$ cat src/rtl/core/cft_pkg.sv
// ----------------------------------------------------------------------------
// cft_pkg
// Types and constants for the continued fraction term generator.
// ----------------------------------------------------------------------------
package cft_pkg;

    localparam int VALUE_BITS = 31;
    localparam int CFG_W      = 7;
    localparam int DIV_CNT_W  = $clog2(VALUE_BITS);

    localparam logic [CFG_W-1:0] MAX_TERMS_RESET = CFG_W'(20);
    localparam logic [CFG_W-1:0] TERM_LIMIT      = CFG_W'(64);

    typedef logic [VALUE_BITS-1:0] cft_value_t;

    typedef struct packed {
        cft_value_t numerator;
        cft_value_t denominator;
    } cft_in_t;

    typedef struct packed {
        cft_value_t term;
        logic       last_term;
    } cft_out_t;

    typedef enum logic [1:0] {
        ST_IDLE,
        ST_LAUNCH,
        ST_WAIT
    } cft_state_t;

endpackage

$ cat src/rtl/core/cft_divider.sv
// ----------------------------------------------------------------------------
// cft_divider
// Restoring divider, one quotient bit per cycle; done pulses for one cycle.
// ----------------------------------------------------------------------------
module cft_divider
    import cft_pkg::*;
(
    input  logic       clk,
    input  logic       rst_n,
    input  logic       start,
    input  cft_value_t dividend,
    input  cft_value_t divisor,
    output logic       done,
    output cft_value_t quotient,
    output cft_value_t remainder
);

    logic                 run_reg;
    logic                 run_next;
    logic                 done_reg;
    logic                 done_next;
    logic [DIV_CNT_W-1:0] cnt_reg;
    logic [DIV_CNT_W-1:0] cnt_next;
    cft_value_t           rem_reg;
    cft_value_t           rem_next;
    cft_value_t           quo_reg;
    cft_value_t           quo_next;
    cft_value_t           dsr_reg;
    cft_value_t           dsr_next;
    logic [VALUE_BITS:0]  trial;
    logic [VALUE_BITS:0]  diff;

    assign trial = {rem_reg, quo_reg[VALUE_BITS-1]};
    assign diff  = trial - {1'b0, dsr_reg};

    always_comb
    begin
        run_next  = run_reg;
        done_next = 1'b0;
        cnt_next  = cnt_reg;
        rem_next  = rem_reg;
        quo_next  = quo_reg;
        dsr_next  = dsr_reg;
        if (start)
        begin
            run_next = 1'b1;
            cnt_next = '0;
            rem_next = '0;
            quo_next = dividend;
            dsr_next = divisor;
        end
        else if (run_reg)
        begin
            if (!diff[VALUE_BITS])
            begin
                rem_next = diff[VALUE_BITS-1:0];
                quo_next = {quo_reg[VALUE_BITS-2:0], 1'b1};
            end
            else
            begin
                rem_next = trial[VALUE_BITS-1:0];
                quo_next = {quo_reg[VALUE_BITS-2:0], 1'b0};
            end
            cnt_next = cnt_reg + 1'b1;
            if (cnt_reg == DIV_CNT_W'(VALUE_BITS - 1))
            begin
                run_next  = 1'b0;
                done_next = 1'b1;
            end
        end
    end

    always_ff @(posedge clk or negedge rst_n)
    begin
        if (!rst_n)
        begin
            run_reg  <= 1'b0;
            done_reg <= 1'b0;
            cnt_reg  <= '0;
        end
        else
        begin
            run_reg  <= run_next;
            done_reg <= done_next;
            cnt_reg  <= cnt_next;
        end
    end

    always_ff @(posedge clk)
    begin
        rem_reg <= rem_next;
        quo_reg <= quo_next;
        dsr_reg <= dsr_next;
    end

    assign done      = done_reg;
    assign quotient  = quo_reg;
    assign remainder = rem_reg;

endmodule

$ cat src/rtl/core/continued_fraction_terms.sv
// ----------------------------------------------------------------------------
// continued_fraction_terms
// Euclid continued fraction expansion of numerator / denominator.
//
//   channel   signals                       handshake
//   operand   start, busy, operand          start & !busy
//   result    result_valid, result          strobe, one cycle, no stall
//   config    cfg_valid, cfg_ready, cfg_data valid & ready (max_terms)
//
// Each term takes a launch step, a run in the bit-serial divider that all
// terms share, and a step to take its quotient and remainder.
// An item that yields no term leaves the sequencer idle.
// Reset clears the sequencer and sets max_terms to 20.
// busy stays high until the last term's beat; results cannot be held off.
// ----------------------------------------------------------------------------
module continued_fraction_terms
    import cft_pkg::*;
(
    input  logic             clk,
    input  logic             rst_n,
    input  logic             start,
    output logic             busy,
    input  cft_in_t          operand,
    output logic             result_valid,
    output cft_out_t         result,
    input  logic             cfg_valid,
    output logic             cfg_ready,
    input  logic [CFG_W-1:0] cfg_data
);

    cft_state_t       state_reg;
    cft_state_t       state_next;
    logic [CFG_W-1:0] max_terms_reg;
    logic [CFG_W-1:0] max_terms_next;
    logic [CFG_W-1:0] limit_reg;
    logic [CFG_W-1:0] limit_next;
    logic [CFG_W-1:0] count_reg;
    logic [CFG_W-1:0] count_next;
    cft_value_t       dividend_reg;
    cft_value_t       dividend_next;
    cft_value_t       divisor_reg;
    cft_value_t       divisor_next;
    logic             result_valid_reg;
    logic             result_valid_next;
    cft_out_t         result_reg;
    cft_out_t         result_next;

    logic             accept;
    logic             div_start;
    logic             div_done;
    cft_value_t       div_quotient;
    cft_value_t       div_remainder;
    logic [CFG_W-1:0] limit_sat;
    logic             empty_item;
    logic             last;

    cft_divider u_divider (
        .clk       (clk),
        .rst_n     (rst_n),
        .start     (div_start),
        .dividend  (dividend_reg),
        .divisor   (divisor_reg),
        .done      (div_done),
        .quotient  (div_quotient),
        .remainder (div_remainder)
    );

    assign accept     = start && (state_reg == ST_IDLE);
    assign limit_sat  = (max_terms_reg > TERM_LIMIT) ? TERM_LIMIT : max_terms_reg;
    assign empty_item = (operand.denominator == '0) || (limit_sat == '0);
    assign count_next = (state_reg == ST_IDLE) ? '0
                      : (div_done ? count_reg + 1'b1 : count_reg);
    assign last       = (div_remainder == '0) || (count_next >= limit_reg);

    always_comb
    begin
        state_next = state_reg;
        case (state_reg)
            ST_IDLE:
            begin
                if (accept && !empty_item)
                begin
                    state_next = ST_LAUNCH;
                end
            end
            ST_LAUNCH:
            begin
                state_next = ST_WAIT;
            end
            ST_WAIT:
            begin
                if (div_done)
                begin
                    state_next = last ? ST_IDLE : ST_LAUNCH;
                end
            end
            default:
            begin
                state_next = ST_IDLE;
            end
        endcase
    end

    always_comb
    begin
        busy      = (state_reg != ST_IDLE);
        cfg_ready = (state_reg == ST_IDLE);
        div_start = (state_reg == ST_LAUNCH);
    end

    always_comb
    begin
        max_terms_next    = max_terms_reg;
        limit_next        = limit_reg;
        dividend_next     = dividend_reg;
        divisor_next      = divisor_reg;
        result_valid_next = 1'b0;
        result_next       = result_reg;
        if (cfg_valid && cfg_ready)
        begin
            max_terms_next = cfg_data;
        end
        if (accept)
        begin
            limit_next    = limit_sat;
            dividend_next = operand.numerator;
            divisor_next  = operand.denominator;
        end
        if ((state_reg == ST_WAIT) && div_done)
        begin
            result_valid_next     = 1'b1;
            result_next.term      = div_quotient;
            result_next.last_term = last;
            dividend_next         = divisor_reg;
            divisor_next          = div_remainder;
        end
    end

    always_ff @(posedge clk or negedge rst_n)
    begin
        if (!rst_n)
        begin
            state_reg        <= ST_IDLE;
            max_terms_reg    <= MAX_TERMS_RESET;
            count_reg        <= '0;
            result_valid_reg <= 1'b0;
        end
        else
        begin
            state_reg        <= state_next;
            max_terms_reg    <= max_terms_next;
            count_reg        <= count_next;
            result_valid_reg <= result_valid_next;
        end
    end

    always_ff @(posedge clk)
    begin
        limit_reg    <= limit_next;
        dividend_reg <= dividend_next;
        divisor_reg  <= divisor_next;
        result_reg   <= result_next;
    end

    assign result_valid = result_valid_reg;
    assign result       = result_reg;

endmodule

$ cat config.mk
export PLATFORM = sky130hd
export DESIGN_NAME = continued_fraction_terms
export DESIGN_NICKNAME = d
export VERILOG_FILES = /design/src/rtl/core/cft_pkg.sv /design/src/rtl/core/cft_divider.sv /design/src/rtl/core/continued_fraction_terms.sv
export SDC_FILE = /design/constraint.sdc
export NUM_CORES = 1
export LEC_CHECK = 0
export BUFFER_PORTS_ARGS = -buffer_cell sky130_fd_sc_hd__buf_2
export CAP_MARGIN = 10
export CELL_PAD_IN_SITES_DETAIL_PLACEMENT = 2
export CELL_PAD_IN_SITES_GLOBAL_PLACEMENT = 2
export CORE_MARGIN = 4
export CORE_UTILIZATION = 41
export DETAILED_ROUTE_END_ITERATION = 6
export PLACE_DENSITY_LB_ADDON = 0.1
export SETUP_SLACK_MARGIN = 0.05
export SLEW_MARGIN = 20
export SYNTH_ARGS = -nofsm -noshare
export SYNTH_HDL_FRONTEND = slang
export SYNTH_SLANG_ARGS = --single-unit
$ cat constraint.sdc
create_clock -name clk -period 7.96 [get_ports clk]
set_input_delay 0.398 -clock clk [delete_from_list [all_inputs] [get_ports clk]]
set_output_delay 0.398 -clock clk [all_outputs]
set_load 0.005 [all_outputs]
After elaboration in Yosys (flattened, before gate mapping). Index checks and enable logic that the tools add are counted.

Word-level logic and storage cells: 64. Output and inout bits: 35. Memories kept: 0. Bits of input ports: 73. Memory bits (read-only): 0. Register bits: 218. Bits in latches: 0. Memory bits (writable): 0.

Add/sub/neg operators: 3. $lt $le $gt $ge: 2. Multipliers: 0. Muxes and demuxes: 24. Div/mod/pow operators: 0. Reduce and logical (&&, ||, !) cells: 15. Bitwise gates (word level): 0. Eq/ne operators: 5. Shift operators: 0.

Operators by type and width (count): $mux W31 (7); $logic_not A31 Y1 (2); $sub A32 B31 Y32 (1); $mux W7 (3); $mux W5 (2); $mux W1 (9); $add A7 B1 Y7 const B (1); $ge A7 B7 Y1 (1); $gt A7 B7 Y1 const B (1); $logic_not A7 Y1 (1); $pmux W2 S3 (1); $reduce_bool A2 Y1 (3); $add A5 B1 Y5 const B (1); $eq A5 B5 Y1 const B (1); $logic_and A1 B1 Y1 (4); $mux W2 (2); $ne A2 B1 Y1 const B (2); $eq A2 B1 Y1 const B (1); $eq A2 B2 Y1 const B (1); $logic_not A2 Y1 (1); $logic_or A1 B1 Y1 (2); $reduce_and A2 Y1 (1); $logic_not A1 Y1 (1).

Longest topological paths before layout.
Word-level depth: 8. Gate-level depth with buffers: 13. Depth with buffers taken out: 13.

Hierarchy. Synthesis repeated with hierarchy kept, for this count alone.

Cell total of the unflattened synthesis: 1005. Area, all modules: 10953.0 um2.

By module, submodules not included: cft_divider (cells an instance 592, times used 1, area an instance 6022.0 um2); continued_fraction_terms (cells an instance 413, times used 1, area an instance 4931.0 um2).

Worst setup path after synthesis. No wires, ideal clock.

Kind: register -> register. Start point: register u_divider.rem_reg[1] (netlist: u_divider.remainder[1]). End point: register u_divider.rem_reg[11] (netlist: u_divider.remainder[11]). Data arrival time: 2749 ps. Clock period less this slack: 2882 ps. Required time: 7828 ps. Path buffers: 2. Stages on the path, launching flop included: 13. Path slack: 5078 ps. Cell sequence: dfxtp_1 > ha_1 > o211ai_2 > a21oi_2 > o41ai_4 > o21ai_2 > a311o_1 > a2111o_1 > nand4_2 > buf_6 > buf_12 > mux2i_1 > a21oi_1.

Word-level cells in the longest chain between the ends: 2.

RTL lines: start: declaration (line cft_divider.sv:24) `cft_value_t rem_reg;`; start signal: assignment (line cft_divider.sv:91) `rem_reg <= rem_next;`; $sub A32 B31 Y32 (line cft_divider.sv:34) `assign diff = trial - {1'b0, dsr_reg};`; $mux W31 (line cft_divider.sv:54) `if (!diff[VALUE_BITS])`.

No other way between the ends. A chain may end at the register's enable or synchronous reset.

Worst setup path in the final report.
Start point: register u_divider.rem_reg[1] (netlist: u_divider.remainder[1]). End point: register u_divider.rem_reg[2] (netlist: u_divider.remainder[2]).

Word-level cells in the longest chain between the ends: 2.

RTL lines (line): $sub A32 B31 Y32 (cft_divider.sv:34); $mux W31 * (cft_divider.sv:54).

Every way passes the cells marked *; elsewhere a longest branch is shown, timed or not.

==> impl_metrics.json <==
{
  "status": "completed",
  "ys_types": 64,
  "startpoint": "u_divider.remainder[1]",
  "hp-class": "in -> reg",
  "worst_pin_slew_ps": 899.5,
  "place.gp.congestion": 0.8336,
  "drt_iter0_markers": 426,
  "rsz0062_at_grt": "false",
  "drive_gt1_share_pct": 15.46,
  "wire_per_inst_um": 22.14,
  "path_class": "reg -> reg",
  "drv_slew": 0,
  "fin_skew_ps": 17.84,
  "syn_inst": 1026,
  "clockBufferDepth": 3,
  "port-buffer-count": 107,
  "routed-via-count": 8033,
  "finalSetupViolCount": 0,
  "nets": 1242,
  "fillers": 2668,
  "clock.fmax_mhz": 261.1,
  "synth_area_sq_um": 10620,
  "p_leak_nw": 5.322,
  "drt_wl_total_mm": 32.65,
  "area_growth_syn_to_layout_pct": 15.55,
  "cp_max_fo": 22,
  "synth_top_flop_cell": "edfxtp_1",
  "grt_pass1_wl_mm": 50.49,
  "ant_nets": 0,
  "dieArea_sq_um": 28540,
  "fin_tns_setup_ps": 0,
  "root_buffer": "clkbuf_16",
  "cts_buffers": 25,
  "drc_errors": 0,
  "largest_reg_flops": 32,
  "start_util_pct": 41.93,
  "grtUsageTotal_pct": 22.70,
  "relSlewSlack_pct": 40.04,
  "synth_warnings": 0,
  "core_sq_um": 25330,
  "hold_viol_final": 0,
  "cts_resized": 0,
  "finalPower_mw": 5.211,
  "die_h_um": 168.9,
  "grt_max_degree": 92,
  "period_minus_slack_ps": 3831,
  "synth-edff-count": 163,
  "syn_area_per_cell_sq_um": 10.35,
  "antenna_found_initial": 0,
  "worstPathArrival_ps": 4210,
  "dpl.hpwl_mm": 23.26,
  "final_common_cell": "nand2_1",
  "synthArstFlopShare_pct": 11.01,
  "final_cell_mix": "300 x nand2_1, 163 x edfxtp_1, 107 x buf_2, 52 x a21oi_1, 51 x inv_1",
  "cts_tree": "built",
  "ios": 108,
  "dr.pass1.iters": 5,
  "hold_path.startpoint": "cfg_data[6]",
  "cts-htree-levels": 1,
  "overflow": 0,
  "r2r-start": "u_divider.remainder[1]",
  "grt_pass1_vias": 8947,
  "cap_violations": 0,
  "clk_latency_ps": 530,
  "diodes": 0,
  "required_ps": 8340,
  "synthesis.nets": 1141,
  "critPathLaunchType": "flop",
  "power_density_nw_per_um2": 424.6,
  "ys_ff_latch": 218,
  "via_per_inst": 5.446,
  "clk_pin_slew_ps": 60,
  "rrSetupSlack_ps": 4130,
  "die_x_um": 168.9,
  "ys_seq_area_share_pct": 57.62,
  "worstSetupEndpointType": "flop",
  "cts.sinks": 218,
  "row_count": 58,
  "ir_drop_v": 0.0002077,
  "fin_crit_sh_pct": 48.12
}
## power breakdown
group,total (mW),leakage [nW],switching [mW],internal (mW)
registers,1.97,2.12,0.293,1.68
logic,2.10,2.81,1.27,0.832
clock network,1.14,0.395,0.471,0.668
## logic make-up after synthesis
logic type	after synthesis	synth area share, %
and+or+nand+nor	435	17.62
DFF	218	57.62
AOI/OAI and AO/OA	168	10.07
buffers and inverters	96	3.688
adders and majority gates	42	5.019
xor gates and xnor gates	35	2.887
muxes	32	3.099
## area by class of cell
cell class                      count  area (sq um)  area share (%)
Clock buffer                       30         674.4           5.496
Tap cell                          330         412.9           3.365
Clock inverter                     15         133.9           1.091
Inverter                           53         198.9           1.621
Sequential cell                   218          6120           49.87
Multi-Input combinational cell    712          4114           33.53
Timing Repair Buffer              117         616.8           5.027
## metal layers
metal	wire, um	part of all wire, %	vias up	track usage, %
li1	-	-	3794	-
met1	13620	42	4005	27.67
met2	16770	51	171	41.64
met3	1163	3.6	63	2.662
met4	1097	3.4	0	7.516
met5	0	0	-	0
## cell usage after synthesis, drive strengths merged, types with 19 or more instances
master    n  area share [%]
a21oi    53             2.5
inv      53             1.9
xnor2    19             1.6
nor2     37             1.3
nand2   301              11
mux2i    25             2.4
clkbuf   34             1.2
o21ai    49             2.3
ha       41             4.8
edfxtp  163              46
dfxtp    31             5.8
dfrtp    22             5.2
## final timing paths
check / end / depth (start not counted)
min in group asynchronous: max_terms_reg[1] / 2
setup / recovery: u_divider.remainder[2] / 11
max in group asynchronous: u_divider.run_reg / 2
hold / removal: max_terms_reg[6] / 2
hold reg to reg: u_divider.dsr_reg[30] / 0
setup reg to reg: u_divider.remainder[2] / 11
## worst max-delay path: stages (launching register included)
cell and delay (ps):
dfxtp_1 430, ha_1 330, o211ai_2 200, a21oi_2 90, o41ai_4 410, o21ai_2 120, a311o_1 450, a2111o_1 410
nand4_2 400, buf_4 430, mux2i_1 290, a21oi_1 90
## stage by stage
stage / hold WS (ps) / utilization (%) / area, sq um / std cells / setup slack (ps)
after floorplan: 102.4 / - / 10620 / 1026 / 5078
after CTS: 82.19 / 48.43 / 12270 / 1475 / 4104
after global placement: 421.8 / 45.20 / 11450 / 1429 / 4313
after detailed placement: 438.8 / 45.20 / 11450 / 1429 / 4218
after global routing: 82.07 / 48.45 / 12270 / 1475 / 3908
final: 98.26 / 48.45 / 12270 / 1475 / 4129
## repair_timing
action	in CTS	in global routing
endpoints found under the hold margin	22	0
hold buffers	1	0
endpoints found under the setup margin	0	0
buffers inserted	0	0
Note: power is estimated with default switching activity, not from simulation.
